File: config.mk
export PLATFORM = sky130hd
export DESIGN_NAME = green_point_bounding_box_top
export DESIGN_NICKNAME = d
export VERILOG_FILES = /design/src/rtl/gpbb_pkg.sv /design/src/rtl/gpbb_cfg.sv /design/src/rtl/gpbb_point.sv /design/src/rtl/gpbb_accum.sv /design/src/rtl/green_point_bounding_box_top.sv
export SDC_FILE = /design/constraint.sdc
export NUM_CORES = 1
export LEC_CHECK = 0
export ABC_AREA = 1
export ABC_CLOCK_PERIOD_IN_PS = 22200
export BUFFER_PORTS_ARGS = -buffer_cell sky130_fd_sc_hd__clkbuf_2
export CAP_MARGIN = 20
export CORE_MARGIN = 5
export CORE_UTILIZATION = 55
export DETAILED_ROUTE_END_ITERATION = 10
export PLACE_DENSITY = 0.74
export SYNTH_ARGS = -nofsm -noshare
export SYNTH_HDL_FRONTEND = slang
export SYNTH_HIERARCHICAL = 1
export SYNTH_SLANG_ARGS = --single-unit
File: constraint.sdc
create_clock -name clk -period 22.2 [get_ports clk]
set_clock_uncertainty 0.1 [all_clocks]
set_input_delay 5.55 -clock clk [delete_from_list [all_inputs] [get_ports clk]]
set_output_delay 5.55 -clock clk [all_outputs]
set_load 0.05 [all_outputs]
File: src/rtl/gpbb_pkg.sv
// ----------------------------------------------------------------------------
// gpbb_pkg
// shared types and constants for the green point bounding box block
// ----------------------------------------------------------------------------
`default_nettype none

package gpbb_pkg;

    localparam int COORD_BITS_DEF = 16;
    localparam int COLOR_BITS     = 8;
    localparam int CFG_IDX_BITS   = 3;

    // configuration register map
    typedef enum logic [CFG_IDX_BITS-1:0] {
        REG_X_LOWER      = 3'd0,
        REG_X_UPPER      = 3'd1,
        REG_Y_LOWER      = 3'd2,
        REG_Y_UPPER      = 3'd3,
        REG_Z_LOWER      = 3'd4,
        REG_Z_UPPER      = 3'd5,
        REG_GREEN_FLOOR  = 3'd6,
        REG_GREEN_MARGIN = 3'd7
    } cfg_reg_t;

    // register reset values
    localparam int X_LOWER_RESET = -500;
    localparam int X_UPPER_RESET = 500;
    localparam int Y_LOWER_RESET = -1000;
    localparam int Y_UPPER_RESET = 1000;
    localparam int Z_LOWER_RESET = 0;
    localparam int Z_UPPER_RESET = 2000;

    localparam logic [COLOR_BITS-1:0] GREEN_FLOOR_RESET  = 8'd127;
    localparam logic [COLOR_BITS-1:0] GREEN_MARGIN_RESET = 8'd50;

    // reported color extrema of an empty cloud
    localparam logic [COLOR_BITS-1:0] COLOR_MIN_EMPTY = 8'd255;
    localparam logic [COLOR_BITS-1:0] COLOR_MAX_EMPTY = 8'd0;

    // color features of one point
    typedef struct packed {
        logic [COLOR_BITS-1:0] blue_gap;
        logic [COLOR_BITS-1:0] green;
        logic [COLOR_BITS-1:0] red_gap;
    } color_t;

    // point stage status toward the accumulator
    typedef struct packed {
        logic valid;
        logic counted;
        logic last;
    } pt_ctl_t;

endpackage

`default_nettype wire

File: src/rtl/gpbb_cfg.sv
// ----------------------------------------------------------------------------
// gpbb_cfg
// workspace limits and green thresholds, written through the config channel
// ----------------------------------------------------------------------------
`default_nettype none

module gpbb_cfg #(
    parameter int COORD_BITS = gpbb_pkg::COORD_BITS_DEF
) (
    input  wire logic                              clk,
    input  wire logic                              rst_n,
    input  wire logic                              cfg_valid,
    input  wire logic [gpbb_pkg::CFG_IDX_BITS-1:0] cfg_index,
    input  wire logic [COORD_BITS-1:0]             cfg_data,
    output logic signed [COORD_BITS-1:0]           x_lower,
    output logic signed [COORD_BITS-1:0]           x_upper,
    output logic signed [COORD_BITS-1:0]           y_lower,
    output logic signed [COORD_BITS-1:0]           y_upper,
    output logic signed [COORD_BITS-1:0]           z_lower,
    output logic signed [COORD_BITS-1:0]           z_upper,
    output logic [gpbb_pkg::COLOR_BITS-1:0]        green_floor,
    output logic [gpbb_pkg::COLOR_BITS-1:0]        green_margin
);
    import gpbb_pkg::*;

    logic signed [COORD_BITS-1:0] x_lower_reg, x_upper_reg;
    logic signed [COORD_BITS-1:0] y_lower_reg, y_upper_reg;
    logic signed [COORD_BITS-1:0] z_lower_reg, z_upper_reg;
    logic [COLOR_BITS-1:0]        floor_reg, margin_reg;

    always_ff @(posedge clk or negedge rst_n)
    begin
        if (!rst_n)
        begin
            x_lower_reg <= COORD_BITS'(X_LOWER_RESET);
            x_upper_reg <= COORD_BITS'(X_UPPER_RESET);
            y_lower_reg <= COORD_BITS'(Y_LOWER_RESET);
            y_upper_reg <= COORD_BITS'(Y_UPPER_RESET);
            z_lower_reg <= COORD_BITS'(Z_LOWER_RESET);
            z_upper_reg <= COORD_BITS'(Z_UPPER_RESET);
            floor_reg   <= GREEN_FLOOR_RESET;
            margin_reg  <= GREEN_MARGIN_RESET;
        end
        else if (cfg_valid)
        begin
            case (cfg_reg_t'(cfg_index))
                REG_X_LOWER:      x_lower_reg <= cfg_data;
                REG_X_UPPER:      x_upper_reg <= cfg_data;
                REG_Y_LOWER:      y_lower_reg <= cfg_data;
                REG_Y_UPPER:      y_upper_reg <= cfg_data;
                REG_Z_LOWER:      z_lower_reg <= cfg_data;
                REG_Z_UPPER:      z_upper_reg <= cfg_data;
                REG_GREEN_FLOOR:  floor_reg   <= cfg_data[COLOR_BITS-1:0];
                REG_GREEN_MARGIN: margin_reg  <= cfg_data[COLOR_BITS-1:0];
                default:          ;
            endcase
        end
    end

    assign x_lower      = x_lower_reg;
    assign x_upper      = x_upper_reg;
    assign y_lower      = y_lower_reg;
    assign y_upper      = y_upper_reg;
    assign z_lower      = z_lower_reg;
    assign z_upper      = z_upper_reg;
    assign green_floor  = floor_reg;
    assign green_margin = margin_reg;

endmodule

`default_nettype wire

File: src/rtl/gpbb_point.sv
// ----------------------------------------------------------------------------
// gpbb_point
// input register and point qualification (workspace box and green test)
// ----------------------------------------------------------------------------
`default_nettype none

module gpbb_point #(
    parameter int COORD_BITS = gpbb_pkg::COORD_BITS_DEF,
    parameter int IN_W       = 8 * ((3 * COORD_BITS + 3 * gpbb_pkg::COLOR_BITS + 7) / 8)
) (
    input  wire logic                        clk,
    input  wire logic                        rst_n,
    input  wire logic                        s_tvalid,
    output logic                             s_tready,
    input  wire logic [IN_W-1:0]             s_tdata,
    input  wire logic                        s_tuser,
    input  wire logic                        s_tlast,
    input  wire logic                        advance,
    input  wire logic signed [COORD_BITS-1:0] x_lower,
    input  wire logic signed [COORD_BITS-1:0] x_upper,
    input  wire logic signed [COORD_BITS-1:0] y_lower,
    input  wire logic signed [COORD_BITS-1:0] y_upper,
    input  wire logic signed [COORD_BITS-1:0] z_lower,
    input  wire logic signed [COORD_BITS-1:0] z_upper,
    input  wire logic [gpbb_pkg::COLOR_BITS-1:0] green_floor,
    input  wire logic [gpbb_pkg::COLOR_BITS-1:0] green_margin,
    output gpbb_pkg::pt_ctl_t                pt_ctl,
    output logic signed [COORD_BITS-1:0]     pos_x,
    output logic signed [COORD_BITS-1:0]     pos_y,
    output logic signed [COORD_BITS-1:0]     pos_z,
    output gpbb_pkg::color_t                 pt_color
);
    import gpbb_pkg::*;

    localparam int RED_LSB   = 3 * COORD_BITS;
    localparam int GREEN_LSB = RED_LSB + COLOR_BITS;
    localparam int BLUE_LSB  = GREEN_LSB + COLOR_BITS;

    logic                         valid_reg, valid_next;
    logic signed [COORD_BITS-1:0] x_reg, y_reg, z_reg;
    logic [COLOR_BITS-1:0]        red_reg, green_reg, blue_reg;
    logic                         ok_reg, last_reg;
    logic                         load;
    logic                         in_box, is_green;
    logic [COLOR_BITS:0]          red_bar, blue_bar;

    assign s_tready = !valid_reg || advance;
    assign load     = s_tvalid && s_tready;

    always_comb
    begin
        valid_next = valid_reg;
        if (load)
            valid_next = 1'b1;
        else if (advance)
            valid_next = 1'b0;
    end

    always_ff @(posedge clk or negedge rst_n)
    begin
        if (!rst_n)
            valid_reg <= 1'b0;
        else
            valid_reg <= valid_next;
    end

    always_ff @(posedge clk)
    begin
        if (load)
        begin
            x_reg     <= s_tdata[COORD_BITS-1:0];
            y_reg     <= s_tdata[2*COORD_BITS-1:COORD_BITS];
            z_reg     <= s_tdata[3*COORD_BITS-1:2*COORD_BITS];
            red_reg   <= s_tdata[RED_LSB +: COLOR_BITS];
            green_reg <= s_tdata[GREEN_LSB +: COLOR_BITS];
            blue_reg  <= s_tdata[BLUE_LSB +: COLOR_BITS];
            ok_reg    <= s_tuser;
            last_reg  <= s_tlast;
        end
    end

    // inclusive box test, inverted limits pass nothing
    assign in_box = (x_reg >= x_lower) && (x_reg <= x_upper)
                 && (y_reg >= y_lower) && (y_reg <= y_upper)
                 && (z_reg >= z_lower) && (z_reg <= z_upper);

    // thresholds one bit wider so they cannot wrap
    assign red_bar  = {1'b0, red_reg} + {1'b0, green_margin};
    assign blue_bar = {1'b0, blue_reg} + {1'b0, green_margin};

    assign is_green = (green_reg > green_floor)
                   && ({1'b0, green_reg} > red_bar)
                   && ({1'b0, green_reg} > blue_bar);

    assign pt_ctl.valid   = valid_reg;
    assign pt_ctl.counted = ok_reg && in_box && is_green;
    assign pt_ctl.last    = last_reg;

    assign pos_x = x_reg;
    assign pos_y = y_reg;
    assign pos_z = z_reg;

    // gaps only matter for counted points, where green exceeds both
    assign pt_color.red_gap  = green_reg - red_reg;
    assign pt_color.green    = green_reg;
    assign pt_color.blue_gap = green_reg - blue_reg;

endmodule

`default_nettype wire

File: src/rtl/gpbb_accum.sv
// ----------------------------------------------------------------------------
// gpbb_accum
// running extrema of counted points and the result register
// ----------------------------------------------------------------------------
`default_nettype none

module gpbb_accum #(
    parameter int COORD_BITS = gpbb_pkg::COORD_BITS_DEF,
    parameter int OUT_W      = 8 * ((6 * COORD_BITS + 6 * gpbb_pkg::COLOR_BITS + 7) / 8)
) (
    input  wire logic                         clk,
    input  wire logic                         rst_n,
    input  wire gpbb_pkg::pt_ctl_t            pt_ctl,
    input  wire logic signed [COORD_BITS-1:0] pos_x,
    input  wire logic signed [COORD_BITS-1:0] pos_y,
    input  wire logic signed [COORD_BITS-1:0] pos_z,
    input  wire gpbb_pkg::color_t             pt_color,
    input  wire logic signed [COORD_BITS-1:0] x_lower,
    input  wire logic signed [COORD_BITS-1:0] x_upper,
    input  wire logic signed [COORD_BITS-1:0] y_lower,
    input  wire logic signed [COORD_BITS-1:0] y_upper,
    input  wire logic signed [COORD_BITS-1:0] z_lower,
    input  wire logic signed [COORD_BITS-1:0] z_upper,
    output logic                              advance,
    output logic                              m_tvalid,
    input  wire logic                         m_tready,
    output logic [OUT_W-1:0]                  m_tdata
);
    import gpbb_pkg::*;

    localparam int RES_W = 6 * COORD_BITS + 6 * COLOR_BITS;

    logic                         seen_reg, seen_next, seen_upd;
    logic signed [COORD_BITS-1:0] xmin_reg, xmax_reg, ymin_reg, ymax_reg, zmin_reg, zmax_reg;
    logic signed [COORD_BITS-1:0] xmin_next, xmax_next, ymin_next, ymax_next;
    logic signed [COORD_BITS-1:0] zmin_next, zmax_next;
    logic signed [COORD_BITS-1:0] xmin_upd, xmax_upd, ymin_upd, ymax_upd, zmin_upd, zmax_upd;
    color_t                       cmin_reg, cmax_reg, cmin_next, cmax_next, cmin_upd, cmax_upd;
    logic                         out_valid_reg, out_valid_next;
    logic [RES_W-1:0]             res_reg, res_next;
    logic                         emit;

    // a point leaves the input register unless it is a cloud end facing an unread full slot
    assign advance = pt_ctl.valid && (!pt_ctl.last || !out_valid_reg || m_tready);
    assign emit    = advance && pt_ctl.last;

    always_comb
    begin
        seen_upd = seen_reg;
        xmin_upd = xmin_reg;
        xmax_upd = xmax_reg;
        ymin_upd = ymin_reg;
        ymax_upd = ymax_reg;
        zmin_upd = zmin_reg;
        zmax_upd = zmax_reg;
        cmin_upd = cmin_reg;
        cmax_upd = cmax_reg;

        if (pt_ctl.counted)
        begin
            seen_upd = 1'b1;
            if (!seen_reg)
            begin
                // first counted point of the cloud loads directly
                xmin_upd = pos_x;
                xmax_upd = pos_x;
                ymin_upd = pos_y;
                ymax_upd = pos_y;
                zmin_upd = pos_z;
                zmax_upd = pos_z;
                cmin_upd = pt_color;
                cmax_upd = pt_color;
            end
            else
            begin
                if (pos_x < xmin_reg) xmin_upd = pos_x;
                if (pos_x > xmax_reg) xmax_upd = pos_x;
                if (pos_y < ymin_reg) ymin_upd = pos_y;
                if (pos_y > ymax_reg) ymax_upd = pos_y;
                if (pos_z < zmin_reg) zmin_upd = pos_z;
                if (pos_z > zmax_reg) zmax_upd = pos_z;
                if (pt_color.red_gap < cmin_reg.red_gap)   cmin_upd.red_gap  = pt_color.red_gap;
                if (pt_color.red_gap > cmax_reg.red_gap)   cmax_upd.red_gap  = pt_color.red_gap;
                if (pt_color.green < cmin_reg.green)       cmin_upd.green    = pt_color.green;
                if (pt_color.green > cmax_reg.green)       cmax_upd.green    = pt_color.green;
                if (pt_color.blue_gap < cmin_reg.blue_gap) cmin_upd.blue_gap = pt_color.blue_gap;
                if (pt_color.blue_gap > cmax_reg.blue_gap) cmax_upd.blue_gap = pt_color.blue_gap;
            end
        end

        // empty cloud reports the limits that are current now
        if (seen_upd)
            res_next = {cmax_upd.blue_gap, cmin_upd.blue_gap,
                        cmax_upd.green, cmin_upd.green,
                        cmax_upd.red_gap, cmin_upd.red_gap,
                        zmax_upd, zmin_upd, ymax_upd, ymin_upd, xmax_upd, xmin_upd};
        else
            res_next = {COLOR_MAX_EMPTY, COLOR_MIN_EMPTY,
                        COLOR_MAX_EMPTY, COLOR_MIN_EMPTY,
                        COLOR_MAX_EMPTY, COLOR_MIN_EMPTY,
                        z_lower, z_upper, y_lower, y_upper, x_lower, x_upper};

        if (advance)
        begin
            seen_next = emit ? 1'b0 : seen_upd;
            xmin_next = xmin_upd;
            xmax_next = xmax_upd;
            ymin_next = ymin_upd;
            ymax_next = ymax_upd;
            zmin_next = zmin_upd;
            zmax_next = zmax_upd;
            cmin_next = cmin_upd;
            cmax_next = cmax_upd;
        end
        else
        begin
            seen_next = seen_reg;
            xmin_next = xmin_reg;
            xmax_next = xmax_reg;
            ymin_next = ymin_reg;
            ymax_next = ymax_reg;
            zmin_next = zmin_reg;
            zmax_next = zmax_reg;
            cmin_next = cmin_reg;
            cmax_next = cmax_reg;
        end

        out_valid_next = out_valid_reg;
        if (emit)
            out_valid_next = 1'b1;
        else if (m_tready)
            out_valid_next = 1'b0;
    end

    always_ff @(posedge clk or negedge rst_n)
    begin
        if (!rst_n)
        begin
            seen_reg      <= 1'b0;
            out_valid_reg <= 1'b0;
        end
        else
        begin
            seen_reg      <= seen_next;
            out_valid_reg <= out_valid_next;
        end
    end

    always_ff @(posedge clk)
    begin
        xmin_reg <= xmin_next;
        xmax_reg <= xmax_next;
        ymin_reg <= ymin_next;
        ymax_reg <= ymax_next;
        zmin_reg <= zmin_next;
        zmax_reg <= zmax_next;
        cmin_reg <= cmin_next;
        cmax_reg <= cmax_next;
        if (emit)
            res_reg <= res_next;
    end

    assign m_tvalid = out_valid_reg;
    assign m_tdata  = OUT_W'(res_reg);

endmodule

`default_nettype wire

File: src/rtl/green_point_bounding_box_top.sv
// ----------------------------------------------------------------------------
// green_point_bounding_box_top
// bounding box and color extrema of green points inside a workspace box
// ----------------------------------------------------------------------------
// result: a cloud-end word goes from the input register into the result register
// throughput: 1 point word per cycle, set by the input register and the
//   accumulator update; a cloud-end word stalls only while the previous
//   result still waits on m_tready
// reset: rst_n clears the pipeline, empties the cloud and restores register defaults
// ----------------------------------------------------------------------------
`default_nettype none

module green_point_bounding_box_top #(
    parameter int COORD_BITS = gpbb_pkg::COORD_BITS_DEF,
    parameter int IN_W       = 8 * ((3 * COORD_BITS + 3 * gpbb_pkg::COLOR_BITS + 7) / 8),
    parameter int OUT_W      = 8 * ((6 * COORD_BITS + 6 * gpbb_pkg::COLOR_BITS + 7) / 8)
) (
    input  wire logic                              clk,
    input  wire logic                              rst_n,
    // point stream
    input  wire logic                              s_tvalid,
    output logic                                   s_tready,
    // pos_x, pos_y, pos_z, red, green, blue, zero fill
    input  wire logic [IN_W-1:0]                   s_tdata,
    // point_ok
    input  wire logic                              s_tuser,
    // last_point
    input  wire logic                              s_tlast,
    // result stream
    output logic                                   m_tvalid,
    input  wire logic                              m_tready,
    // box_x_min, box_x_max, box_y_min, box_y_max, box_z_min, box_z_max,
    // red_gap_min, red_gap_max, green_min, green_max, blue_gap_min,
    // blue_gap_max, zero fill
    output logic [OUT_W-1:0]                       m_tdata,
    // register writes
    input  wire logic                              cfg_valid,
    output logic                                   cfg_ready,
    input  wire logic [gpbb_pkg::CFG_IDX_BITS-1:0] cfg_index,
    input  wire logic [COORD_BITS-1:0]             cfg_data
);
    import gpbb_pkg::*;

    logic signed [COORD_BITS-1:0] x_lower, x_upper, y_lower, y_upper, z_lower, z_upper;
    logic [COLOR_BITS-1:0]        green_floor, green_margin;
    pt_ctl_t                      pt_ctl;
    logic signed [COORD_BITS-1:0] pos_x, pos_y, pos_z;
    color_t                       pt_color;
    logic                         advance;

    // register writes are always accepted and take effect in the next cycle
    assign cfg_ready = 1'b1;

    // workspace limits and green thresholds
    gpbb_cfg #(
        .COORD_BITS (COORD_BITS)
    ) u_cfg (
        .clk          (clk),
        .rst_n        (rst_n),
        .cfg_valid    (cfg_valid),
        .cfg_index    (cfg_index),
        .cfg_data     (cfg_data),
        .x_lower      (x_lower),
        .x_upper      (x_upper),
        .y_lower      (y_lower),
        .y_upper      (y_upper),
        .z_lower      (z_lower),
        .z_upper      (z_upper),
        .green_floor  (green_floor),
        .green_margin (green_margin)
    );

    // stage one: register the word and decide whether the point counts
    gpbb_point #(
        .COORD_BITS (COORD_BITS),
        .IN_W       (IN_W)
    ) u_point (
        .clk          (clk),
        .rst_n        (rst_n),
        .s_tvalid     (s_tvalid),
        .s_tready     (s_tready),
        .s_tdata      (s_tdata),
        .s_tuser      (s_tuser),
        .s_tlast      (s_tlast),
        .advance      (advance),
        .x_lower      (x_lower),
        .x_upper      (x_upper),
        .y_lower      (y_lower),
        .y_upper      (y_upper),
        .z_lower      (z_lower),
        .z_upper      (z_upper),
        .green_floor  (green_floor),
        .green_margin (green_margin),
        .pt_ctl       (pt_ctl),
        .pos_x        (pos_x),
        .pos_y        (pos_y),
        .pos_z        (pos_z),
        .pt_color     (pt_color)
    );

    // stage two: fold the point into the extrema, emit on cloud end
    gpbb_accum #(
        .COORD_BITS (COORD_BITS),
        .OUT_W      (OUT_W)
    ) u_accum (
        .clk      (clk),
        .rst_n    (rst_n),
        .pt_ctl   (pt_ctl),
        .pos_x    (pos_x),
        .pos_y    (pos_y),
        .pos_z    (pos_z),
        .pt_color (pt_color),
        .x_lower  (x_lower),
        .x_upper  (x_upper),
        .y_lower  (y_lower),
        .y_upper  (y_upper),
        .z_lower  (z_lower),
        .z_upper  (z_upper),
        .advance  (advance),
        .m_tvalid (m_tvalid),
        .m_tready (m_tready),
        .m_tdata  (m_tdata)
    );

endmodule

`default_nettype wire
==> results of run 1 <==
cell type report:
type	count	share of cell area
inverter	457	0.0548
clock inverter	35	0.0122
tap	672	0.0268
sequential	477	0.440
timing repair buffer	257	0.0436
multi-input combinational	2090	0.380
clock buffer	59	0.0430
cells by family (layout without fill, tap and decap cells):
group | after synthesis | count (layout) | share of synthesized area
DFF | 477 | 477 | 0.495
other | 1 | 1 | 0.000134
AOI/OAI and AO/OA | 208 | 208 | 0.0399
and+or+nand+nor | 1563 | 1563 | 0.245
xor gates and xnor gates | 26 | 26 | 0.00816
buffers and inverters | 542 | 808 | 0.0800
adders and majority gates | 292 | 292 | 0.132
per-stage QoR:
step | util | std cells | hold slack [ps] | power (W)
floorplan | - | 3109 | 348 | 0.00178
global placement | 0.590 | 3951 | 359 | 0.00193
detailed placement | 0.590 | 3952 | 360 | 0.00197
CTS | 0.625 | 4046 | 375 | 0.00286
global route | 0.625 | 4047 | 392 | 0.00302
finish | 0.625 | 4047 | 374 | 0.00285
placed cells by master, fill, tap and decap left out, types with 39 or more instances in the layout:
master                      count
sky130_fd_sc_hd__edfxtp_1     362
sky130_fd_sc_hd__o21ai_0       39
sky130_fd_sc_hd__a21oi_1      125
sky130_fd_sc_hd__nand3_1      327
sky130_fd_sc_hd__nor2_1        96
sky130_fd_sc_hd__clkbuf_2     242
sky130_fd_sc_hd__ha_1         288
sky130_fd_sc_hd__and2_1        96
sky130_fd_sc_hd__dfrtp_1       70
sky130_fd_sc_hd__inv_1        434
sky130_fd_sc_hd__clkbuf_16     52
sky130_fd_sc_hd__dfstp_2       45
sky130_fd_sc_hd__nand2_1      961
per-layer routing:
metal  track usage  vias to the layer above  wire length, um
met4         0.105                        0             3070
met3        0.0425                      194             5010
li1              -                    10600                -
met1         0.331                    10400            30300
met2         0.432                      889            34400
met5             0                        -                0
path summary, 6_finish.rpt:
check,depth (start not counted),startpoint,slack [ps],end
max,8,m_tready,9900,s_tready
min,2,u_cfg/green_floor[5]$_DFFE_PN1P_,370,u_cfg/green_floor[5]$_DFFE_PN1P_
max reg2reg,21,u_cfg/green_margin[1]$_DFFE_PN1P_,16470,u_accum/m_tdata[105]$_SDFFCE_PP0P_
min reg2reg,2,u_cfg/green_floor[5]$_DFFE_PN1P_,370,u_cfg/green_floor[5]$_DFFE_PN1P_
max in group asynchronous,2,rst_n,15870,u_cfg/y_upper[4]$_DFFE_PN0P_
min in group asynchronous,1,rst_n,4900,u_cfg/z_upper[5]$_DFFE_PN0P_
worst reg2reg max path, cell delays in order (launching register included):
cell,delay [ps]
sky130_fd_sc_hd__dfstp_2,620
sky130_fd_sc_hd__inv_1,80
sky130_fd_sc_hd__fa_1,480
sky130_fd_sc_hd__nor3_1,210
sky130_fd_sc_hd__nor2_1,110
sky130_fd_sc_hd__xor2_1,150
sky130_fd_sc_hd__ha_1,300
sky130_fd_sc_hd__nand2_1,80
sky130_fd_sc_hd__inv_2,40
sky130_fd_sc_hd__nand4_1,80
sky130_fd_sc_hd__nand2_1,60
sky130_fd_sc_hd__nor2_1,90
sky130_fd_sc_hd__nand2_1,50
sky130_fd_sc_hd__nor2_1,80
sky130_fd_sc_hd__nand2_1,50
sky130_fd_sc_hd__nor2_1,210
sky130_fd_sc_hd__nand3_1,210
sky130_fd_sc_hd__nor2_4,600
sky130_fd_sc_hd__buf_4,820
sky130_fd_sc_hd__nand2_1,520
sky130_fd_sc_hd__o21ai_0,410
sky130_fd_sc_hd__nor2_1,90
power groups by stage:
stage / clock network (W) / logic [W] / registers (W)
4_1_cts: 0.000900 / 0.000740 / 0.00122
3_5_place_dp: 0 / 0.000732 / 0.00124
6_report: 0.000883 / 0.000743 / 0.00122
3_3_place_gp: 0 / 0.000697 / 0.00123
5_1_grt: 0.000937 / 0.000846 / 0.00123
2_1_floorplan: 0 / 0.000487 / 0.00129
==> metrics.txt, run 1 <==
# TYPE chip_impl_metric gauge
chip_impl_info{name="run_status",value="finished clean"} 1
chip_impl_metric{name="htreeDepth",unit=""} 2
chip_impl_metric{name="cts_resized",unit=""} 0
chip_impl_metric{name="critical_path.max_fanout",unit=""} 3
chip_impl_metric{name="synthToLayoutAreaGrowth",unit="%"} 12.4
chip_impl_metric{name="layout_setup_ws",unit="ps"} 9900
chip_impl_metric{name="peak_supply_drop",unit="mV"} 0.0623
chip_impl_metric{name="yosysWarningCount",unit=""} 6
chip_impl_metric{name="period_share",unit=""} 0.554
chip_impl_metric{name="cp_slowest_stage_delay",unit="ps"} 260
chip_impl_metric{name="first_global_vias",unit=""} 22100
chip_impl_info{name="synthDominantAreaCellType",value="sky130_fd_sc_hd__edfxtp_1"} 1
chip_impl_info{name="worstHoldPathType",value="register to register"} 1
chip_impl_metric{name="antenna_found_initial",unit=""} 0
chip_impl_metric{name="postSynthAreaPerCell",unit="um2"} 8.98
chip_impl_metric{name="asyncSetResetFlopFracSynth",unit=""} 0.241
chip_impl_metric{name="finish.instance_area",unit="um2"} 31400
chip_impl_info{name="critical_path.endpoint_type",value="output port"} 1
chip_impl_metric{name="drt_drc_violations_left",unit=""} 0
chip_impl_metric{name="area.sequential",unit="um2"} 13800
chip_impl_info{name="critical_path.cell_chain",value="clkbuf_2, inv_1, nand2_1, nand2_1, o21ai_4, inv_1, nand2_1, clkbuf_2"} 1
chip_impl_metric{name="postPlaceCellArea",unit="um2"} 29600
chip_impl_metric{name="route.antenna.remaining_nets",unit=""} 0
chip_impl_info{name="grt_setup_unrepaired",value="no"} 1
chip_impl_metric{name="timing_max_transition_violations_final",unit=""} 0
chip_impl_info{name="root_buffer",value="sky130_fd_sc_hd__clkbuf_16"} 1
chip_impl_metric{name="timing.critical_path.arrival",unit="ps"} 6650
chip_impl_metric{name="wl",unit="um"} 72800
chip_impl_metric{name="p_per_area",unit="nW/um2"} 90.8
chip_impl_metric{name="share_comb_of_total_power",unit=""} 0.261
chip_impl_metric{name="floorplan.core_area",unit="um2"} 50200
chip_impl_metric{name="portBuffers",unit=""} 243
chip_impl_metric{name="tightestPinTransition",unit="ps"} 1080
chip_impl_metric{name="standard_cell_rows",unit=""} 82
chip_impl_metric{name="power.share.clock",unit=""} 0.310
chip_impl_metric{name="grt_pass1_wl",unit="um"} 115000
chip_impl_metric{name="cts_buffers",unit=""} 50
chip_impl_metric{name="max_slew_margin",unit=""} 0.280
chip_impl_metric{name="start_util",unit=""} 0.556
chip_impl_metric{name="synth.ff_latch_count",unit=""} 477
chip_impl_info{name="worst_path_most_repeated_cell",value="sky130_fd_sc_hd__nand2_1"} 1
chip_impl_metric{name="num_antenna_cells",unit=""} 0
chip_impl_metric{name="clk_path_buf_depth",unit=""} 3
chip_impl_info{name="synth_common_cells",value="sky130_fd_sc_hd__nand2_1, sky130_fd_sc_hd__inv_1, sky130_fd_sc_hd__edfxtp_1, sky130_fd_sc_hd__nand3_1, sky130_fd_sc_hd__ha_1"} 1
chip_impl_metric{name="power_leakage",unit="nW"} 15.4
chip_impl_metric{name="synth-edff-count",unit=""} 362
chip_impl_metric{name="switching_portion_of_total_power",unit=""} 0.330
chip_impl_metric{name="clock_latency",unit="ps"} 610
chip_impl_metric{name="maxCapViolCount",unit=""} 0
chip_impl_metric{name="syn_nets",unit=""} 3499
chip_impl_metric{name="globalRouteTotalUtil",unit=""} 0.256
chip_impl_info{name="cp_max_delay_cell",value="sky130_fd_sc_hd__clkbuf_2"} 1
chip_impl_metric{name="routed_wire_length_per_instance",unit="um"} 18.0
chip_impl_metric{name="drtIter0Drc",unit=""} 2085
chip_impl_metric{name="multi_input_comb_area",unit="um2"} 11900
chip_impl_metric{name="clk_transition_reported_paths",unit="ps"} 60
chip_impl_metric{name="crit_required",unit="ps"} 16550
chip_impl_metric{name="routabilityCongestion",unit=""} 0.902
chip_impl_metric{name="setup_tns",unit="ps"} 0
chip_impl_metric{name="hold_violations",unit=""} 0
chip_impl_metric{name="postSynthCellCount",unit=""} 3109
chip_impl_metric{name="total_overflow_reported_by_the_global_router",unit=""} 0
chip_impl_metric{name="design.portCount",unit=""} 245
chip_impl_info{name="ys_top_cells_by_area",value="sky130_fd_sc_hd__edfxtp_1, sky130_fd_sc_hd__nand2_1, sky130_fd_sc_hd__ha_1"} 1
chip_impl_metric{name="largest_reg_flops",unit=""} 144
chip_impl_metric{name="chip_height",unit="um"} 235
chip_impl_metric{name="postCtsSetupRepairBufs",unit=""} 0
chip_impl_info{name="yosys_most_used_dff",value="sky130_fd_sc_hd__edfxtp_1"} 1
chip_impl_metric{name="viasPerCell",unit=""} 5.47
chip_impl_metric{name="period_minus_ws_final",unit="ps"} 12300
chip_impl_metric{name="clock_sink_count",unit=""} 477
chip_impl_metric{name="synth.lib_cells_used.distinct",unit=""} 44
chip_impl_info{name="most_frequent_cell_after_synthesis",value="sky130_fd_sc_hd__nand2_1"} 1
chip_impl_metric{name="place_worst_setup_slack",unit="ps"} 9910
chip_impl_metric{name="nets",unit=""} 3723
chip_impl_info{name="critical_path_class",value="input pin to output port"} 1
chip_impl_metric{name="postCtsHoldBufs",unit=""} 0
chip_impl_info{name="cts_tree",value="done"} 1
chip_impl_metric{name="detailroute.via_count",unit=""} 22100
chip_impl_metric{name="mappedNetlistArea",unit="um2"} 27900
chip_impl_metric{name="die_area",unit="um2"} 55300
chip_impl_metric{name="power_spent_charging_and_discharging_nets",unit="W"} 0.000940
chip_impl_metric{name="grt_start_max_net_pins",unit=""} 112
chip_impl_metric{name="detailedPlacementHpwl",unit="um"} 51600
chip_impl_metric{name="drt-pass1-iter-count",unit=""} 8
chip_impl_metric{name="cellInternalPower",unit="W"} 0.00191
chip_impl_metric{name="cp_num_buf_inv",unit=""} 4
chip_impl_metric{name="synth_top_area_frac",unit=""} 0.390
chip_impl_metric{name="chipWidth",unit="um"} 235
chip_impl_metric{name="final-setup-viol-count",unit=""} 0
chip_impl_metric{name="drive_gt1_frac",unit=""} 0.136
chip_impl_info{name="critical-path-top-delay-family",value="buffers and inverters"} 1
chip_impl_metric{name="synth-seq-area-share",unit=""} 0.495
chip_impl_info{name="critPathLaunchType",value="input pin"} 1
chip_impl_metric{name="achievable-frequency",unit="MHz"} 81.3
chip_impl_metric{name="n_fill_cell",unit=""} 4145
chip_impl_metric{name="p_seq_frac",unit=""} 0.429
No activity file was read; power rests on OpenSTA's default activity.
==> run 2, diff against run 1 <==
ABC_CLOCK_PERIOD_IN_PS = 10050   (was 22200)
PLACE_DENSITY = 0.77   (was 0.74)
clock period = 10.05 ns   (was 22.2 ns; I/O delays follow)
==> run 2 against run 1 <==
  * Worst setup slack lost 5900 ps
  * Highest routed layer is now met5
  * Worst hold slack worse by 7.7 ps
  * Sequential power is 120% higher
  * Sequential share of layout area increased by 0.067 points
  * Critical path type unchanged
==> metrics.txt, run 2 (synthesis results as in run 1) <==
# TYPE chip_impl_metric gauge
chip_impl_info{name="run_status",value="finished clean"} 1
chip_impl_metric{name="cts_resized",unit=""} 0
chip_impl_metric{name="start_util",unit=""} 0.556
chip_impl_metric{name="die_area",unit="um2"} 55300
chip_impl_metric{name="design.portCount",unit=""} 245
chip_impl_metric{name="drive_gt1_frac",unit=""} 0.133
chip_impl_metric{name="first_global_vias",unit=""} 21200
chip_impl_metric{name="clock_latency",unit="ps"} 600
chip_impl_metric{name="hold_path_stages",unit=""} 2
chip_impl_info{name="worstHoldPathType",value="register to register"} 1
chip_impl_info{name="worst_path_most_repeated_cell",value="sky130_fd_sc_hd__nand2_1"} 1
chip_impl_metric{name="portBuffers",unit=""} 243
chip_impl_metric{name="peak_supply_drop",unit="mV"} 0.145
chip_impl_metric{name="maxCapViolCount",unit=""} 0
chip_impl_info{name="cts_tree",value="done"} 1
chip_impl_metric{name="wl",unit="um"} 72000
chip_impl_metric{name="final_cells",unit=""} 4051
chip_impl_metric{name="n_fill_cell",unit=""} 4158
chip_impl_metric{name="synthToLayoutAreaGrowth",unit="%"} 12.3
chip_impl_metric{name="worst-r2r-cell-count",unit=""} 21
chip_impl_info{name="final_common_cell",value="sky130_fd_sc_hd__nand2_1"} 1
chip_impl_info{name="min_to",value="u_cfg/green_floor[6]$_DFFE_PN1P_"} 1
chip_impl_metric{name="timing.critical_path.arrival",unit="ps"} 3440
chip_impl_metric{name="cp_slowest_stage_delay",unit="ps"} 240
chip_impl_metric{name="postPlaceCellArea",unit="um2"} 29600
chip_impl_metric{name="switching_portion_of_total_power",unit=""} 0.328
chip_impl_metric{name="final_util",unit=""} 0.624
chip_impl_metric{name="p_per_area",unit="nW/um2"} 199
chip_impl_info{name="critical_path.cell_chain",value="clkbuf_2, inv_1, nand2_1, nand2_1, o21ai_4, inv_1, nand2_1, clkbuf_2"} 1
chip_impl_metric{name="grt_start_max_net_pins",unit=""} 145
chip_impl_info{name="hold_start",value="u_cfg/green_floor[6]$_DFFE_PN1P_"} 1
chip_impl_metric{name="postCtsSetupRepairBufs",unit=""} 0
chip_impl_metric{name="p_seq_frac",unit=""} 0.431
chip_impl_metric{name="crit_required",unit="ps"} 7440
chip_impl_metric{name="postCtsHoldBufs",unit=""} 0
chip_impl_metric{name="clk_path_buf_depth",unit=""} 3
chip_impl_metric{name="numPlacedInstances",unit=""} 3951
chip_impl_metric{name="viasPerCell",unit=""} 5.39
chip_impl_metric{name="floorplan.core_area",unit="um2"} 50200
chip_impl_info{name="gr-max-usage-layer",value="met2"} 1
chip_impl_metric{name="critical_path.max_fanout",unit=""} 3
chip_impl_metric{name="nets",unit=""} 3723
chip_impl_metric{name="routed_wire_length_per_instance",unit="um"} 17.8
chip_impl_metric{name="power.share.clock",unit=""} 0.308
chip_impl_metric{name="cellInternalPower",unit="W"} 0.00420
chip_impl_metric{name="grt_use_met2",unit=""} 0.421
chip_impl_metric{name="grt_pass1_wl",unit="um"} 114000
chip_impl_info{name="root_buffer",value="sky130_fd_sc_hd__clkbuf_16"} 1
chip_impl_metric{name="globalRouteTotalUtil",unit=""} 0.254
chip_impl_info{name="critical_path.endpoint_type",value="output port"} 1
chip_impl_metric{name="power_spent_charging_and_discharging_nets",unit="W"} 0.00205
chip_impl_info{name="r2r_end",value="u_accum/m_tdata[104]$_SDFFCE_PP0P_"} 1
chip_impl_metric{name="largest_reg_flops",unit=""} 144
chip_impl_metric{name="achievable-frequency",unit="MHz"} 165
chip_impl_info{name="layout.cells.most_common_list",value="sky130_fd_sc_hd__nand2_1, sky130_fd_sc_hd__inv_1, sky130_fd_sc_hd__edfxtp_1"} 1
chip_impl_metric{name="drt-pass1-iter-count",unit=""} 6
chip_impl_metric{name="drtIter0Drc",unit=""} 2159
chip_impl_metric{name="detailedPlacementHpwl",unit="um"} 48900
chip_impl_metric{name="grt.met3_usage",unit=""} 0.0448
chip_impl_metric{name="period_minus_ws_final",unit="ps"} 6050
chip_impl_metric{name="clock_sink_count",unit=""} 477
chip_impl_metric{name="timing_max_transition_violations_final",unit=""} 0
chip_impl_metric{name="share_comb_of_total_power",unit=""} 0.261
chip_impl_metric{name="cp_num_buf_inv",unit=""} 4
chip_impl_info{name="critPathLaunchType",value="input pin"} 1
chip_impl_info{name="critical-path-top-delay-family",value="buffers and inverters"} 1
chip_impl_metric{name="power_leakage",unit="nW"} 15.4
chip_impl_metric{name="clk_transition_reported_paths",unit="ps"} 60
chip_impl_metric{name="detailroute.via_count",unit=""} 21800
chip_impl_metric{name="finish.instance_area",unit="um2"} 31300
chip_impl_metric{name="standard_cell_rows",unit=""} 82
chip_impl_metric{name="htreeDepth",unit=""} 2
chip_impl_info{name="cp_max_delay_cell",value="sky130_fd_sc_hd__clkbuf_2"} 1
chip_impl_metric{name="chip_height",unit="um"} 235
chip_impl_metric{name="total_overflow_reported_by_the_global_router",unit=""} 0
chip_impl_metric{name="global_route.usage.met1",unit=""} 0.339
chip_impl_metric{name="drt_drc_violations_left",unit=""} 0
chip_impl_metric{name="antenna_found_initial",unit=""} 8
chip_impl_metric{name="chipWidth",unit="um"} 235
chip_impl_metric{name="hold_violations",unit=""} 0
chip_impl_metric{name="final-setup-viol-count",unit=""} 0
chip_impl_metric{name="setup_tns",unit="ps"} 0
chip_impl_metric{name="routabilityCongestion",unit=""} 0.883
chip_impl_metric{name="tightestPinTransition",unit="ps"} 981
chip_impl_info{name="r2r_start",value="u_cfg/green_margin[1]$_DFFE_PN1P_"} 1
chip_impl_metric{name="max_slew_margin",unit=""} 0.344
chip_impl_info{name="critical_path_class",value="input pin to output port"} 1
chip_impl_metric{name="route.antenna.remaining_nets",unit=""} 0
chip_impl_metric{name="cts_buffers",unit=""} 51
chip_impl_info{name="grt_setup_unrepaired",value="no"} 1
chip_impl_metric{name="timing.reg2reg.setup_slack",unit="ps"} 4140
chip_impl_metric{name="period_share",unit=""} 0.602
[run 2: worst reg2reg max path, stage by stage, from the launching register on]
cell                      delay, ps
sky130_fd_sc_hd__dfstp_2        600
sky130_fd_sc_hd__inv_1           80
sky130_fd_sc_hd__fa_1           460
sky130_fd_sc_hd__nor3_1         190
sky130_fd_sc_hd__nor2_1          90
sky130_fd_sc_hd__xor2_1         150
sky130_fd_sc_hd__ha_1           290
sky130_fd_sc_hd__nand2_1         80
sky130_fd_sc_hd__inv_2           40
sky130_fd_sc_hd__nand4_1         70
sky130_fd_sc_hd__nand2_1         50
sky130_fd_sc_hd__nor2_1          90
sky130_fd_sc_hd__nand2_1         50
sky130_fd_sc_hd__nor2_1          80
sky130_fd_sc_hd__nand2_1         50
sky130_fd_sc_hd__nor2_1         170
sky130_fd_sc_hd__nand3_1        190
sky130_fd_sc_hd__nor2_4         810
sky130_fd_sc_hd__buf_4          890
sky130_fd_sc_hd__nand2_1        590
sky130_fd_sc_hd__o21ai_0        380
sky130_fd_sc_hd__nor2_1         110
[run 2: worst max-delay path by stage]
stage	from	end	slack (ps)	depth (start not counted)
2_1_floorplan	m_tready	u_accum/m_tdata[0]$_DFFE_PP_	620	4
3_3_place_gp	m_tready	s_tready	4050	8
3_5_place_dp	m_tready	s_tready	4010	8
4_1_cts	m_tready	s_tready	4000	8
5_1_grt	u_cfg/green_margin[1]$_DFFE_PN1P_	u_accum/m_tdata[123]$_SDFFCE_PP0P_	3550	21
6_report	m_tready	s_tready	4000	8
[run 2: layout make-up]
cell class	count	area, um2	area share
sequential	477	13800	0.441
multi-input combinational	2090	11900	0.380
inverter	457	1720	0.0549
clock buffer	66	1370	0.0439
timing repair buffer	256	1350	0.0431
tap	672	841	0.0268
clock inverter	29	318	0.0101
antenna	4	10.0	0.000320
[run 2: stage by stage]
step	total power (W)	worst slack (ps)	hold slack, ps
final	0.00625	4000	367
after global routing	0.00663	3550	383
after CTS	0.00627	4000	370
after detailed placement	0.00433	4010	358
after global placement	0.00427	4050	356
after floorplan	0.00391	623	348
[run 2: power groups by stage]
stage / Clock (W) / Combinational (W) / Sequential [W]
2_1_floorplan: 0 / 0.00108 / 0.00283
6_report: 0.00193 / 0.00163 / 0.00269
3_5_place_dp: 0 / 0.00161 / 0.00272
3_3_place_gp: 0 / 0.00155 / 0.00272
5_1_grt: 0.00204 / 0.00187 / 0.00272
4_1_cts: 0.00196 / 0.00162 / 0.00269
[run 2: per-layer routing]
layer	wire, um	vias to the layer above	part of all wire
met4	2640	8	0.037
met2	33500	859	0.46
li1	-	10600	-
met1	30400	10200	0.42
met3	5490	176	0.076
met5	53	-	0.00074
==> run 3, diff against run 2 <==
ABC_CLOCK_PERIOD_IN_PS = 5700   (was 10050)
PLACE_DENSITY = 0.74   (was 0.77)
clock period = 5.7 ns   (was 10.05 ns; I/O delays follow)
==> run 3 against run 2 <==
  * Sequential power grew 78%
  * Via count grew 1.4%
  * Sequential share of layout area is essentially flat
  * Routed wire length grew 3.5%
  * Final area is essentially flat
  * Global-route usage grew 0.68 points
  * First-iteration DRC count shrank 4.7%
  * Clock-buffer cell count grew 1
  * Sequential cell count is the same
  * Final cell count is essentially flat
  * Utilization is essentially flat
  * Largest power group unchanged
  * Highest routed layer unchanged
==> metrics.txt, run 3 (synthesis results as in run 1) <==
# TYPE chip_impl_metric gauge
chip_impl_info{name="worstHoldPathType",value="register to register"} 1
chip_impl_metric{name="n_fill_cell",unit=""} 4186
chip_impl_metric{name="maxCapViolCount",unit=""} 0
chip_impl_metric{name="grt_start_max_net_pins",unit=""} 145
chip_impl_metric{name="critical_path.max_fanout",unit=""} 69
chip_impl_metric{name="power_leakage",unit="nW"} 15.3
chip_impl_metric{name="worst-r2r-cell-count",unit=""} 22
chip_impl_info{name="final_common_cell",value="sky130_fd_sc_hd__nand2_1"} 1
chip_impl_info{name="critical_path.cell_chain",value="inv_1, fa_1, nor3_1, nor2_1, xor2_1, ha_1, nand2_1, inv_2, nand4_1, nand2_1, nor2_1, nand2_1, nor2_1, nand2_1, nor2_1, nand3_1, nor2_4, buf_12, nand2_1, inv_1, nand2_1, nand3_1"} 1
chip_impl_metric{name="start_util",unit=""} 0.556
chip_impl_metric{name="drtIter0Drc",unit=""} 2057
chip_impl_metric{name="postCtsHoldBufs",unit=""} 0
chip_impl_metric{name="final_util",unit=""} 0.625
chip_impl_metric{name="place_worst_setup_slack",unit="ps"} 1410
chip_impl_metric{name="routed_wire_length_per_instance",unit="um"} 18.4
chip_impl_info{name="cts_tree",value="done"} 1
chip_impl_metric{name="chipWidth",unit="um"} 235
chip_impl_metric{name="area.sequential",unit="um2"} 13800
chip_impl_metric{name="tightestPinTransition",unit="ps"} 900
chip_impl_metric{name="final-setup-viol-count",unit=""} 0
chip_impl_metric{name="routabilityCongestion",unit=""} 0.903
chip_impl_metric{name="finalPower",unit="W"} 0.0111
chip_impl_metric{name="detailedPlacementHpwl",unit="um"} 51800
chip_impl_metric{name="nets",unit=""} 3725
chip_impl_metric{name="cts_resized",unit=""} 0
chip_impl_metric{name="route.antenna.remaining_nets",unit=""} 0
chip_impl_metric{name="first_global_vias",unit=""} 22300
chip_impl_info{name="critical_path.endpoint_type",value="register"} 1
chip_impl_info{name="worst_path_most_repeated_cell",value="sky130_fd_sc_hd__nand2_1"} 1
chip_impl_info{name="hold_start",value="u_cfg/green_floor[1]$_DFFE_PN1P_"} 1
chip_impl_metric{name="hold_violations",unit=""} 0
chip_impl_metric{name="htreeDepth",unit=""} 2
chip_impl_metric{name="peak_supply_drop",unit="mV"} 0.207
chip_impl_metric{name="clock_sink_count",unit=""} 477
chip_impl_metric{name="cts_buffers",unit=""} 51
chip_impl_metric{name="layout_setup_ws",unit="ps"} 1380
chip_impl_metric{name="cp_slowest_stage_delay",unit="ps"} 590
chip_impl_metric{name="drt-pass1-iter-count",unit=""} 5
chip_impl_metric{name="timing_max_transition_violations_final",unit=""} 0
chip_impl_info{name="cp_max_delay_cell",value="sky130_fd_sc_hd__dfstp_2"} 1
chip_impl_metric{name="crit_required",unit="ps"} 6060
chip_impl_metric{name="postPlaceCellArea",unit="um2"} 29700
chip_impl_info{name="critical-path-top-delay-family",value="simple AND/OR/NAND/NOR gates"} 1
chip_impl_metric{name="standard_cell_rows",unit=""} 82
chip_impl_metric{name="setup_tns",unit="ps"} 0
chip_impl_metric{name="wl",unit="um"} 74500
chip_impl_metric{name="period_share",unit=""} 0.757
chip_impl_metric{name="grt_pass1_wl",unit="um"} 117000
chip_impl_metric{name="portBuffers",unit=""} 243
chip_impl_metric{name="die_area",unit="um2"} 55300
chip_impl_metric{name="period_minus_ws_final",unit="ps"} 4320
chip_impl_metric{name="postCtsSetupRepairBufs",unit=""} 0
chip_impl_metric{name="cp_num_buf_inv",unit=""} 4
chip_impl_metric{name="globalRouteTotalUtil",unit=""} 0.261
chip_impl_metric{name="max_slew_margin",unit=""} 0.399
chip_impl_metric{name="floorplan.core_area",unit="um2"} 50200
chip_impl_metric{name="multi_input_comb_area",unit="um2"} 11900
chip_impl_metric{name="drt_drc_violations_left",unit=""} 0
chip_impl_metric{name="viasPerCell",unit=""} 5.47
chip_impl_info{name="min_to",value="u_cfg/green_floor[1]$_DFFE_PN1P_"} 1
chip_impl_metric{name="finish.instance_area",unit="um2"} 31300
chip_impl_info{name="grt_setup_unrepaired",value="no"} 1
chip_impl_metric{name="clock_latency",unit="ps"} 600
chip_impl_metric{name="drive_gt1_frac",unit=""} 0.133
chip_impl_metric{name="clk_path_buf_depth",unit=""} 3
chip_impl_info{name="r2r_start",value="u_cfg/green_margin[1]$_DFFE_PN1P_"} 1
chip_impl_info{name="r2r_end",value="u_accum/m_tdata[116]$_SDFFCE_PP1P_"} 1
chip_impl_metric{name="total_overflow_reported_by_the_global_router",unit=""} 0
chip_impl_metric{name="hold_path_stages",unit=""} 2
chip_impl_metric{name="timing.critical_path.arrival",unit="ps"} 4680
chip_impl_metric{name="chip_height",unit="um"} 235
chip_impl_metric{name="timing.reg2reg.setup_slack",unit="ps"} 1380
chip_impl_info{name="layout.cells.most_common_list",value="sky130_fd_sc_hd__nand2_1, sky130_fd_sc_hd__inv_1, sky130_fd_sc_hd__edfxtp_1"} 1
chip_impl_metric{name="p_per_area",unit="nW/um2"} 353
chip_impl_metric{name="achievable-frequency",unit="MHz"} 232
chip_impl_info{name="critical_path_class",value="register to register"} 1
chip_impl_info{name="critPathLaunchType",value="register"} 1
chip_impl_metric{name="synthToLayoutAreaGrowth",unit="%"} 12.3
chip_impl_metric{name="design.portCount",unit=""} 245
chip_impl_metric{name="detailroute.via_count",unit=""} 22100
chip_impl_metric{name="largest_reg_flops",unit=""} 144
chip_impl_info{name="root_buffer",value="sky130_fd_sc_hd__clkbuf_16"} 1
chip_impl_metric{name="clk_transition_reported_paths",unit="ps"} 60
chip_impl_info{name="run_status",value="finished clean"} 1
chip_impl_metric{name="antenna_found_initial",unit=""} 4
[run 3: cell count changes in the layout (fill, tap and decap cells not counted), sizes merged]
cell | before | now
clkinv | 22 | 17
clkinvlp | 4 | 8
diode | 4 | 1
buf | 14 | 16
inv | 454 | 452
bufinv | 6 | 7
clkbuf | 308 | 309
[run 3: area by class of cell]
cell class,count,share of cell area
multi-input cells,2090,0.380
clock buffers,67,0.0429
well taps,672,0.0268
repair buffers,258,0.0445
clock inverters,27,0.0105
diodes,1,0.0000798
flip-flops and latches,477,0.440
inverters,457,0.0548
[run 3: report_power, final]
part           leakage [nW]  internal (W)  switching, W
combinational          9.76       0.00101       0.00189
sequential             4.80       0.00442      0.000358
clock                 0.785       0.00198       0.00140
total                  15.3       0.00741       0.00365
[run 3: worst register-to-register path, cell delays in order (launching register included)]
cell                      delay (ps)
sky130_fd_sc_hd__dfstp_2         590
sky130_fd_sc_hd__inv_1            80
sky130_fd_sc_hd__fa_1            480
sky130_fd_sc_hd__nor3_1          200
sky130_fd_sc_hd__nor2_1           90
sky130_fd_sc_hd__xor2_1          140
sky130_fd_sc_hd__ha_1            290
sky130_fd_sc_hd__nand2_1          80
sky130_fd_sc_hd__inv_2            40
sky130_fd_sc_hd__nand4_1          70
sky130_fd_sc_hd__nand2_1          60
sky130_fd_sc_hd__nor2_1           90
sky130_fd_sc_hd__nand2_1          50
sky130_fd_sc_hd__nor2_1           80
sky130_fd_sc_hd__nand2_1          50
sky130_fd_sc_hd__nor2_1           90
sky130_fd_sc_hd__nand3_1         110
sky130_fd_sc_hd__nor2_4          330
sky130_fd_sc_hd__buf_12          370
sky130_fd_sc_hd__nand2_1         300
sky130_fd_sc_hd__inv_1           270
sky130_fd_sc_hd__nand2_1         100
sky130_fd_sc_hd__nand3_1         110
[run 3: per-layer routing]
| metal | share of wire | wire (um) | vias up | global-route usage |
|---|---|---|---|---|
| li1 | - | - | 10600 | - |
| met4 | 0.044 | 3260 | 6 | 0.110 |
| met2 | 0.48 | 35600 | 859 | 0.445 |
| met5 | 0.00046 | 34 | - | 0 |
| met3 | 0.067 | 4990 | 200 | 0.0404 |
| met1 | 0.41 | 30600 | 10400 | 0.334 |
[run 3: worst max-delay path by stage]
stage                                                 start                            endpoint  slack, ps  cells past startpoint
after global placement    u_cfg/green_margin[1]$_DFFE_PN1P_  u_accum/m_tdata[113]$_SDFFCE_PP1P_       1440                     22
after CTS                 u_cfg/green_margin[1]$_DFFE_PN1P_  u_accum/m_tdata[116]$_SDFFCE_PP1P_       1410                     22
after global routing      u_cfg/green_margin[1]$_DFFE_PN1P_  u_accum/m_tdata[115]$_SDFFCE_PP1P_       1020                     22
after detailed placement  u_cfg/green_margin[1]$_DFFE_PN1P_  u_accum/m_tdata[116]$_SDFFCE_PP1P_       1410                     22
after floorplan               u_point/valid_reg$_DFFE_PN0P_                            s_tready        380                      5
final                     u_cfg/green_margin[1]$_DFFE_PN1P_  u_accum/m_tdata[116]$_SDFFCE_PP1P_       1380                     22
[run 3: through the flow]
step,std cells,hold WS (ps)
after CTS,4048,370
after global placement,3954,358
final,4049,369
after global routing,4049,388
after floorplan,3109,348
after detailed placement,3954,360
